==> src/sv/twd_pkg.sv <==
`timescale 1ns / 1ps
// ----------------------------------------------------------------------------
// Tile wall dilation package
// Shared types, tile codes, register map and sizes for the 3x3 wall
// dilation block and its submodules.
// ----------------------------------------------------------------------------
package twd_pkg;

  localparam int unsigned MAX_WIDTH  = 256;
  localparam int unsigned MAX_HEIGHT = 256;

  // Configuration register width and APB port sizes.
  localparam int unsigned CFG_W   = 9;
  localparam int unsigned PADDR_W = 3;
  localparam int unsigned PDATA_W = 32;

  // Column position, live width, row position (rows run up to height + 1).
  localparam int unsigned COL_W = $clog2(MAX_WIDTH);
  localparam int unsigned DIM_W = $clog2(MAX_WIDTH + 1);
  localparam int unsigned ROW_W = $clog2(MAX_HEIGHT + 2);

  localparam logic [CFG_W-1:0] GRID_WIDTH_RST  = CFG_W'(80);
  localparam logic [CFG_W-1:0] GRID_HEIGHT_RST = CFG_W'(24);

  // Window cells in the chain; the third window column is the incoming one.
  localparam int unsigned NCELLS = 2;

  typedef enum logic [0:0] {
    REG_GRID_WIDTH  = 1'b0,
    REG_GRID_HEIGHT = 1'b1
  } reg_idx_e;

  typedef logic [1:0] tile_t;

  localparam tile_t CODE_EMPTY = 2'd0;
  localparam tile_t CODE_FLOOR = 2'd1;
  localparam tile_t CODE_WALL  = 2'd2;

  // One window column, index 0 is the top row.
  typedef tile_t [2:0] col_t;

  typedef struct packed {
    logic  cmd;
    tile_t tile_code;
  } in_beat_t;

  typedef struct packed {
    tile_t out_tile;
    logic  last_of_frame;
  } out_beat_t;

  // One line buffer entry: tiles two rows back and one row back.
  typedef struct packed {
    tile_t above;
    tile_t current;
  } lb_entry_t;

  typedef struct packed {
    logic             en;
    logic [COL_W-1:0] addr;
    lb_entry_t        data;
  } lb_wr_t;

  function automatic logic [2:0] floor_flags(input col_t c);
    logic [2:0] f;
    for (int r = 0; r < 3; r++) begin
      f[r] = (c[r] == CODE_FLOOR);
    end
    return f;
  endfunction

endpackage

==> src/sv/twd_line_buf.sv <==
`timescale 1ns / 1ps
// ----------------------------------------------------------------------------
// Tile wall dilation line buffer
// One entry per column holding the two previous rows, with a registered
// read port and write-to-read bypass for the same address.
// ----------------------------------------------------------------------------
module twd_line_buf (
  input  logic                            clk_i,
  input  twd_pkg::lb_wr_t                 wr_i,
  input  logic [twd_pkg::COL_W-1:0]       raddr_i,
  output twd_pkg::lb_entry_t              rdata_o
);

  twd_pkg::lb_entry_t mem_q [twd_pkg::MAX_WIDTH];
  twd_pkg::lb_entry_t rd_q;

  always_ff @(posedge clk_i) begin
    if (wr_i.en) begin
      mem_q[wr_i.addr] <= wr_i.data;
    end
  end

  // A one-column grid reads the entry it writes in the same cycle.
  always_ff @(posedge clk_i) begin
    if (wr_i.en && (wr_i.addr == raddr_i)) begin
      rd_q <= wr_i.data;
    end else begin
      rd_q <= mem_q[raddr_i];
    end
  end

  assign rdata_o = rd_q;

endmodule

==> src/sv/twd_col_cell.sv <==
`timescale 1ns / 1ps
// ----------------------------------------------------------------------------
// Tile wall dilation window cell
// Holds one three-tile column of the window and passes it to its left
// neighbor on every beat that advances the frame position.
// ----------------------------------------------------------------------------
module twd_col_cell (
  input  logic          clk_i,
  input  logic          rst_ni,
  input  logic          shift_i,
  input  twd_pkg::col_t col_i,
  output twd_pkg::col_t col_o,
  output logic [2:0]    floor_o
);

  twd_pkg::col_t col_q;

  always_ff @(posedge clk_i or negedge rst_ni) begin
    if (!rst_ni) begin
      col_q <= '0;
    end else if (shift_i) begin
      col_q <= col_i;
    end
  end

  assign col_o   = col_q;
  assign floor_o = twd_pkg::floor_flags(col_q);

endmodule

==> src/sv/tile_wall_dilation_3x3.sv <==
`timescale 1ns / 1ps
// ----------------------------------------------------------------------------
// Tile wall dilation 3x3
// Turns empty tiles next to a floor tile into walls over a raster tile grid.
// ----------------------------------------------------------------------------
// Usage: tiles enter in raster order on the input channel, one beat per tile
// (cmd = 0). After the last tile of the grid, drain beats (cmd = 1) flush the
// results still pending; a drain sent before the grid is complete is taken
// and dropped. Grid width and height are set over the APB port while idle;
// any write restarts the frame. Each result beat carries the tile and a flag
// on the final tile of the grid.
// Throughput: one beat per cycle on both channels when not stalled. Two
// window cells shift on every beat that moves the frame, and the line buffer
// is read one beat ahead; its single registered read port keeps up with it.
// Result path: the result for a tile is formed when the tile one row plus one
// column later is taken, and is then registered into the output register.
// Stall: the output register is backed by a one-beat skid register, so input
// keeps flowing while a result waits; in_stall_o rises only when both hold.
// Reset: 80 x 24 grid, frame position at the start, window cleared, output
// empty. The line buffer contents are not cleared and need no clearing pass.
// ----------------------------------------------------------------------------
module tile_wall_dilation_3x3 (
  input  logic                          clk_i,
  input  logic                          rst_ni,
  input  logic                          in_valid_i,
  output logic                          in_stall_o,
  input  twd_pkg::in_beat_t             in_data_i,
  output logic                          out_valid_o,
  input  logic                          out_stall_i,
  output twd_pkg::out_beat_t            out_data_o,
  input  logic                          psel,
  input  logic                          penable,
  input  logic                          pwrite,
  input  logic [twd_pkg::PADDR_W-1:0]   paddr,
  input  logic [twd_pkg::PDATA_W-1:0]   pwdata,
  output logic [twd_pkg::PDATA_W-1:0]   prdata,
  output logic                          pready
);

  logic [twd_pkg::CFG_W-1:0] grid_width_q, grid_height_q;
  logic [twd_pkg::DIM_W-1:0] w_live;
  logic [twd_pkg::ROW_W-1:0] h_live;
  logic                      cfg_wr;
  twd_pkg::reg_idx_e         reg_idx;

  logic [twd_pkg::COL_W-1:0] col_q, col_d;
  logic [twd_pkg::ROW_W-1:0] row_q, row_d;

  logic               in_acc, in_frame, step, col_first, emit, last, col_wrap;
  twd_pkg::tile_t     incoming, center, res;
  twd_pkg::lb_entry_t lb_rd;
  twd_pkg::lb_wr_t    lb_wr;
  twd_pkg::col_t      new_col;
  twd_pkg::col_t      win      [twd_pkg::NCELLS];
  twd_pkg::col_t      chain_in [twd_pkg::NCELLS];
  logic [2:0]         win_floor [twd_pkg::NCELLS];
  logic [2:0]         new_floor, row_ok;
  logic               top_ok, bot_ok, left_ok, right_ok, near;

  logic               r_valid;
  twd_pkg::out_beat_t r_beat;
  logic               out_valid_q, skid_valid_q, pop;
  twd_pkg::out_beat_t out_q, skid_q;

  // ---------------- configuration port ----------------
  assign pready  = 1'b1;
  assign cfg_wr  = psel && penable && pwrite;
  assign reg_idx = twd_pkg::reg_idx_e'(paddr[2]);

  always_ff @(posedge clk_i or negedge rst_ni) begin
    if (!rst_ni) begin
      grid_width_q  <= twd_pkg::GRID_WIDTH_RST;
      grid_height_q <= twd_pkg::GRID_HEIGHT_RST;
    end else if (cfg_wr) begin
      case (reg_idx)
        twd_pkg::REG_GRID_WIDTH:  grid_width_q  <= pwdata[twd_pkg::CFG_W-1:0];
        twd_pkg::REG_GRID_HEIGHT: grid_height_q <= pwdata[twd_pkg::CFG_W-1:0];
        default: ;
      endcase
    end
  end

  always_comb begin
    case (reg_idx)
      twd_pkg::REG_GRID_WIDTH:  prdata = twd_pkg::PDATA_W'(grid_width_q);
      twd_pkg::REG_GRID_HEIGHT: prdata = twd_pkg::PDATA_W'(grid_height_q);
      default:                  prdata = '0;
    endcase
  end

  // Out-of-range sizes act as the nearest legal size.
  always_comb begin
    if (grid_width_q == '0) begin
      w_live = twd_pkg::DIM_W'(1);
    end else if (32'(grid_width_q) > twd_pkg::MAX_WIDTH) begin
      w_live = twd_pkg::DIM_W'(twd_pkg::MAX_WIDTH);
    end else begin
      w_live = twd_pkg::DIM_W'(grid_width_q);
    end
    if (grid_height_q == '0) begin
      h_live = twd_pkg::ROW_W'(1);
    end else if (32'(grid_height_q) > twd_pkg::MAX_HEIGHT) begin
      h_live = twd_pkg::ROW_W'(twd_pkg::MAX_HEIGHT);
    end else begin
      h_live = twd_pkg::ROW_W'(grid_height_q);
    end
  end

  // ---------------- position tracking ----------------
  assign in_acc    = in_valid_i && !in_stall_o;
  assign in_frame  = row_q < h_live;
  assign step      = in_acc && !(in_frame && in_data_i.cmd);
  assign incoming  = in_frame ? in_data_i.tile_code : twd_pkg::CODE_EMPTY;
  assign col_first = (col_q == '0);
  assign emit      = col_first ? (row_q >= twd_pkg::ROW_W'(2))
                               : (row_q >= twd_pkg::ROW_W'(1));
  // The final tile leaves at the first column of the second row past the grid.
  assign last      = col_first &&
                     ({1'b0, row_q} == ({1'b0, h_live} + (twd_pkg::ROW_W+1)'(1)));
  assign col_wrap  = ({1'b0, col_q} + (twd_pkg::COL_W+1)'(1)) >= w_live;

  always_comb begin
    col_d = col_q;
    row_d = row_q;
    if (cfg_wr) begin
      col_d = '0;
      row_d = '0;
    end else if (step) begin
      if (last) begin
        col_d = '0;
        row_d = '0;
      end else if (col_wrap) begin
        col_d = '0;
        row_d = row_q + twd_pkg::ROW_W'(1);
      end else begin
        col_d = col_q + twd_pkg::COL_W'(1);
      end
    end
  end

  always_ff @(posedge clk_i or negedge rst_ni) begin
    if (!rst_ni) begin
      col_q <= '0;
      row_q <= '0;
    end else begin
      col_q <= col_d;
      row_q <= row_d;
    end
  end

  // ---------------- line buffer ----------------
  // The read address follows the next position, so the entry for the
  // current position is already registered when its beat arrives.
  assign lb_wr.en           = step;
  assign lb_wr.addr         = col_q;
  assign lb_wr.data.above   = lb_rd.current;
  assign lb_wr.data.current = incoming;

  twd_line_buf u_line_buf (
    .clk_i   (clk_i),
    .wr_i    (lb_wr),
    .raddr_i (col_d),
    .rdata_o (lb_rd)
  );

  // ---------------- window cells ----------------
  assign new_col[0] = lb_rd.above;
  assign new_col[1] = lb_rd.current;
  assign new_col[2] = incoming;

  for (genvar k = 0; k < twd_pkg::NCELLS; k++) begin : g_cell
    if (k == twd_pkg::NCELLS - 1) begin : g_edge
      assign chain_in[k] = new_col;
    end else begin : g_inner
      assign chain_in[k] = win[k+1];
    end
    twd_col_cell u_cell (
      .clk_i   (clk_i),
      .rst_ni  (rst_ni),
      .shift_i (step),
      .col_i   (chain_in[k]),
      .col_o   (win[k]),
      .floor_o (win_floor[k])
    );
  end

  // ---------------- neighborhood test ----------------
  // The tile under test sits in the middle row of the newest stored column.
  // In the first column it is the last tile of an earlier row, so the
  // incoming column does not belong to its neighborhood.
  assign new_floor = twd_pkg::floor_flags(new_col);
  assign center    = win[1][1];
  assign top_ok    = col_first ? (row_q != twd_pkg::ROW_W'(2))
                               : (row_q != twd_pkg::ROW_W'(1));
  assign bot_ok    = col_first ? (row_q <= h_live) : (row_q < h_live);
  assign left_ok   = col_first ? (w_live != twd_pkg::DIM_W'(1))
                               : (col_q != twd_pkg::COL_W'(1));
  assign right_ok  = !col_first;
  assign row_ok    = {bot_ok, 1'b1, top_ok};

  assign near = (|(win_floor[0] & row_ok) && left_ok) ||
                (|(win_floor[1] & row_ok & 3'b101)) ||
                (|(new_floor & row_ok) && right_ok);

  assign res = (center != twd_pkg::CODE_EMPTY) ? center :
               (near ? twd_pkg::CODE_WALL : twd_pkg::CODE_EMPTY);

  assign r_valid              = step && emit;
  assign r_beat.out_tile      = res;
  assign r_beat.last_of_frame = last;

  // ---------------- output register and skid ----------------
  assign pop        = out_valid_q && !out_stall_i;
  assign in_stall_o = skid_valid_q;

  always_ff @(posedge clk_i or negedge rst_ni) begin
    if (!rst_ni) begin
      out_valid_q  <= 1'b0;
      skid_valid_q <= 1'b0;
    end else if (!out_valid_q || pop) begin
      if (skid_valid_q) begin
        out_valid_q  <= 1'b1;
        skid_valid_q <= r_valid;
      end else begin
        out_valid_q  <= r_valid;
      end
    end else if (r_valid) begin
      skid_valid_q <= 1'b1;
    end
  end

  always_ff @(posedge clk_i) begin
    if (!out_valid_q || pop) begin
      if (skid_valid_q) begin
        out_q  <= skid_q;
        skid_q <= r_beat;
      end else begin
        out_q  <= r_beat;
      end
    end else if (r_valid) begin
      skid_q <= r_beat;
    end
  end

  assign out_valid_o = out_valid_q;
  assign out_data_o  = out_q;

endmodule

==> config.mk <==
export PLATFORM = sky130hd
export DESIGN_NAME = tile_wall_dilation_3x3
export DESIGN_NICKNAME = d
export VERILOG_FILES = /design/src/sv/twd_pkg.sv /design/src/sv/twd_line_buf.sv /design/src/sv/twd_col_cell.sv /design/src/sv/tile_wall_dilation_3x3.sv
export SDC_FILE = /design/constraint.sdc
export NUM_CORES = 1
export LEC_CHECK = 0
export BUFFER_PORTS_ARGS = -buffer_cell sky130_fd_sc_hd__buf_2
export CORE_ASPECT_RATIO = 1.4
export CORE_MARGIN = 4
export CORE_UTILIZATION = 56
export CTS_CLUSTER_SIZE = 12
export DETAILED_ROUTE_END_ITERATION = 12
export GPL_TIMING_DRIVEN = 0
export HOLD_SLACK_MARGIN = 0.02
export MAX_ROUTING_LAYER = met4
export PLACE_DENSITY = 0.76
export SLEW_MARGIN = 0
export SYNTH_ARGS = -nofsm -noshare
export SYNTH_HDL_FRONTEND = slang
export SYNTH_SLANG_ARGS = --single-unit
==> constraint.sdc <==
create_clock -name clk_i -period 9.3 [get_ports clk_i]
set_input_delay 0.93 -clock clk_i [delete_from_list [all_inputs] [get_ports clk_i]]
set_output_delay 0.93 -clock clk_i [all_outputs]
set_load 0.01 [all_outputs]
==> tab_implementation.tex <==
\begin{tabular}{lr}
\hline
Metric & Value \\
\hline
\multicolumn{2}{l}{\textbf{Worst setup path}} \\
\quad Number of stages on the worst setup path & 11 \\
\quad Crit Path Category & flop to flop \\
\quad Maximum single-stage delay on the critical path & 1.05 ns \\
\quad Most common cell type on the critical path & sky130\_fd\_sc\_hd\_\_clkbuf\_1 \\
\quad Endpoint type of the worst setup path & flop \\
\quad Critical Path Source Type & flop \\
\quad Total buffers and inverters traversed by the critical path & 3 \\
\quad Worst Path Max Fanout & 10 \\
\quad Worst Path Required & 9.72 ns \\
\quad Critical path data arrival time & 6.59 ns \\
\quad Worst-path cell with the longest stage delay & sky130\_fd\_sc\_hd\_\_clkbuf\_1 \\
\quad Largest delay contributor family on the critical path & buffers and inverters \\
\quad Cell count of the worst reg-to-reg path & 11 \\
\quad Critical path cell sequence & clkbuf\_1 -> clkbuf\_1 -> and2\_1 -> clkbuf\_1 -> a311oi\_1 -> o2111ai\_1 -> o41ai\_1 -> nor4b\_1 -> nor3\_1 -> o21a\_1 -> mux2\_2 \\
\multicolumn{2}{l}{\textbf{Detailed routing}} \\
\quad Total wire length & around 150000 um \\
\quad Number of vias per cell after detailed routing & 7.00 \\
\quad Routed len/inst & 37.6 um \\
\quad ANT nets after route & 0 \\
\quad Total DRC errors in the routed layout & 0 \\
\quad Drt pass-1 iters & 6 \\
\quad Number of DRC violations after detailed-routing iteration 0 & between 4000 and 5000 \\
\quad Vias & 27400 \\
\multicolumn{2}{l}{\textbf{GRT}} \\
\quad Leftover overflow at the end of global routing & 0 \\
\quad Pin count of the biggest net entering global routing & 130 \\
\quad Vias in the first global route & 27100 \\
\quad Wire length of the first global-routing pass & a little over 200000 um \\
\quad All-Layer GR Usage & 0.360 \\
\quad Initial antenna violation count & 3 \\
\multicolumn{2}{l}{\textbf{Layout}} \\
\quad Area of combinational cells with multiple inputs & between 10000 and 15000 sq um \\
\quad Most common cell after layout, fill and taps aside & sky130\_fd\_sc\_hd\_\_edfxtp\_1 \\
\quad Synthesis-to-finish area growth & 10.7\% \\
\quad End-of-flow core utilization & 0.626 \\
\quad Number of nets in the final layout & 2884 \\
\quad Register Area & $\sim$32000 sq um \\
\quad Most used cells in the layout excluding fill and tap cells & 1030 x sky130\_fd\_sc\_hd\_\_edfxtp\_1, 296 x sky130\_fd\_sc\_hd\_\_nor2\_1, 205 x sky130\_fd\_sc\_hd\_\_mux2i\_1 \\
\quad Fill cell total of the finished layout & 5590 \\
\quad Fraction of final layout cells sized beyond drive strength 1 & 0.164 \\
\multicolumn{2}{l}{\textbf{Place}} \\
\quad Final weighted congestion in routability-driven placement & 1.07 \\
\quad Detailed Place HPWL & just under 100000 um \\
\quad Number of port buffers & 33 \\
\multicolumn{2}{l}{\textbf{Die}} \\
\quad Row cnt & 122 \\
\quad CORE AREA & 79100 sq um \\
\quad DIE HEIGHT & 342 um \\
\quad Starting density of the core & 0.565 \\
\quad Die Width & roughly 250 um \\
\quad Area of the die & $\sim$84000 sq um \\
\quad Ports placed on the boundary & 83 \\
\multicolumn{2}{l}{\textbf{Timing}} \\
\quad Setup Total Neg Slack & 0 ns \\
\quad Actual transition at the worst max-transition pin & 1.68 ns \\
\quad Number of hold-slack violations in the final timing report & 0 \\
\quad Max\_slew headroom & -0.125 \\
\quad Number of setup violations in the final report & 0 \\
\quad Final number of max-transition violations & 96 \\
\quad Post-layout minimum cycle time & just over 6 ns \\
\quad Setup clock skew after layout & 0.0247 ns \\
\quad Ratio of final minimum period to clock period & 0.664 \\
\quad RSZ-0062 raised after global routing & no \\
\quad Achievable Freq & $\sim$160 MHz \\
\multicolumn{2}{l}{\textbf{Synthesis}} \\
\quad Fraction of post-synthesis cell area in the top cell type by area & 0.692 \\
\quad Main synth FF type & sky130\_fd\_sc\_hd\_\_edfxtp\_1 \\
\quad Async set-reset flop share out of synthesis & 0.0451 \\
\quad Syn avg cell area & 16.9 sq um \\
\quad Yosys cell types & 79 \\
\quad Post-synth EDFFs & 1030 \\
\quad Number of register bits inferred by synthesis & 1087 \\
\quad Sequential element share of the synthesized area & 0.723 \\
\quad Post-Synthesis Cells & around 2600 \\
\quad Largest area contributor in the synthesized netlist & sky130\_fd\_sc\_hd\_\_edfxtp\_1 \\
\quad Area of the mapped netlist & 44700 sq um \\
\quad Total of warnings raised by yosys & 0 \\
\quad Cell types occupying the most area after synthesis & sky130\_fd\_sc\_hd\_\_edfxtp\_1 69\%, sky130\_fd\_sc\_hd\_\_mux4\_2 8.1\%, sky130\_fd\_sc\_hd\_\_mux2i\_1 4.6\%, sky130\_fd\_sc\_hd\_\_dfrtp\_1 2.5\%, sky130\_fd\_sc\_hd\_\_nor2\_1 2.5\% \\
\multicolumn{2}{l}{\textbf{Clocking}} \\
\quad Number of buffers added for setup after CTS & 0 \\
\quad Root Buffer Master & sky130\_fd\_sc\_hd\_\_clkbuf\_16 \\
\quad Total number of H-tree levels & 3 \\
\quad CTS tree & done \\
\quad Number of cells upsized or downsized after cts & 0 \\
\quad \# hold bufs at CTS & 0 \\
\quad Maximum buffer depth of the clock tree & 3 \\
\quad Clock sinks & between 1000 and 1500 \\
\quad Clock latency reported for the late side of the worst-skew pair & 0.68 ns \\
\quad Clock slew at reported path FFs & 0.06 ns \\
\quad Inserted Clock Buffers & 102 \\
\multicolumn{2}{l}{\textbf{Power}} \\
\quad Power consumption & 14.9 mW \\
\quad Maximum vdd drop & 252 uV \\
\quad Power density over the cells & 301 nW/um\^{}2 \\
\quad Leakage power figure & 16.0 nW \\
\multicolumn{2}{l}{\textbf{Hold path}} \\
\quad Tightest Hold Check Type & primary input to asynchronous set/reset pin \\
\multicolumn{2}{l}{\textbf{Status}} \\
\quad Run status & complete, but fails checks \\
\quad Failing checks & max-capacitance violations, max-slew violations \\
\multicolumn{2}{l}{\textbf{Run}} \\
\quad Max-capacitance violation count & 10 \\
\hline
\end{tabular}
## sequential cells by signal, summed over array words and instances, names as in the netlist, named ones only
register and flops:
in_stall_o 1, grid_width_q 9, grid_height_q 9, row_q 9, out_valid_o 1, skid_q 3, u_line_buf.mem_q 1024, out_data_o 3
col_q 8, g_cell.u_cell.col_o 12
## power breakdown
group	internal, mW	total (mW)	leakage [nW]	switching, mW
Sequential	6.30	6.37	10.0	0.0692
Clock	2.04	3.76	1.37	1.71
Combinational	1.43	4.75	4.57	3.32
## logic make-up after synthesis
logic type,synth area share
DFF,0.723
and+or+nand+nor,0.0587
muxes,0.136
AOI/OAI and AO/OA,0.0450
buffers and inverters,0.0251
adders and majority gates,0.00728
xor gates and xnor gates,0.00451
other,0.000168
## per-stage QoR
stage | instance area (sq um) | instances | setup WS, ns | hold WS, ns
2_1_floorplan | 44800 | 2659 | 0.106 | 0.437
3_3_place_gp | 46300 | 3746 | -7.44 | 0.462
3_5_place_dp | 46600 | 3761 | 3.62 | 0.463
4_1_cts | 49400 | 3912 | 3.59 | 0.478
5_1_grt | 49500 | 3916 | 3.42 | 0.511
6_report | 49500 | 3918 | 3.13 | 0.469
## synthesized netlist by cell type (all sizes together) (7+ instances only)
| master | number |
|---|---|
| dfxtp | 8 |
| nand3 | 58 |
| clkbuf | 89 |
| xnor2 | 12 |
| a2111oi | 9 |
| a31oi | 7 |
| o21ai | 26 |
| a21o | 7 |
| nor4 | 7 |
| nand4 | 18 |
| dfrtp | 45 |
| ha | 26 |
| mux2i | 205 |
| or3 | 9 |
| edfxtp | 1030 |
| mux2 | 35 |
| o22ai | 7 |
| nor3 | 11 |
| inv | 30 |
| o211ai | 13 |
| xor2 | 11 |
| a211oi | 11 |
| mux4 | 161 |
| nor2 | 298 |
| nand2b | 12 |
| a22oi | 100 |
| nor2b | 21 |
| buf | 100 |
| and3 | 8 |
| nand2 | 135 |
| a21oi | 40 |
## path summary, 6_finish.rpt
check	startpoint	endpoint	slack [ns]
worst max register to register	flop	out_data_o[2]	3.13
max in group asynchronous	rst_ni	grid_height_q[2]	8.09
worst min register to register	g_cell[0].u_cell.col_o[5]	g_cell[0].u_cell.col_o[5]	0.48
worst min-delay path	rst_ni	in_stall_o	0.47
worst max-delay path	flop	out_data_o[2]	3.13
min in group clk_i	g_cell[0].u_cell.col_o[5]	g_cell[0].u_cell.col_o[5]	0.48
## per-layer routing
layer,global-route usage,part of all wire,vias up
met5,-,0,-
met4,0.301,0.11,0
met3,0.0885,0.13,778
met2,0.544,0.46,2552
met1,0.405,0.30,13500
li1,-,-,10600
## worst register-to-register path: stages, from the launching register on
cell                        delay [ns]
sky130_fd_sc_hd__dfxtp_1          0.34
sky130_fd_sc_hd__clkbuf_1         0.84
sky130_fd_sc_hd__clkbuf_1         0.63
sky130_fd_sc_hd__and2_1           0.51
sky130_fd_sc_hd__clkbuf_1         1.05
sky130_fd_sc_hd__a311oi_1         0.27
sky130_fd_sc_hd__o2111ai_1        0.34
sky130_fd_sc_hd__o41ai_1          0.25
sky130_fd_sc_hd__nor4b_1          1.01
sky130_fd_sc_hd__nor3_1           0.14
sky130_fd_sc_hd__o21a_1           0.25
sky130_fd_sc_hd__mux2_2           0.28
## cell type report
| cell class | count | share of cell area |
|---|---|---|
| antenna | 4 | 0.000202 |
| clock inverter | 8 | 0.00124 |
| multi-input combinational | 1352 | 0.229 |
| tap | 1054 | 0.0267 |
| sequential | 1087 | 0.653 |
| inverter | 31 | 0.00250 |
| buffer | 189 | 0.0204 |
| clock buffer | 143 | 0.0560 |
| timing repair buffer | 50 | 0.0104 |
Power figures use the tool's default switching activity.
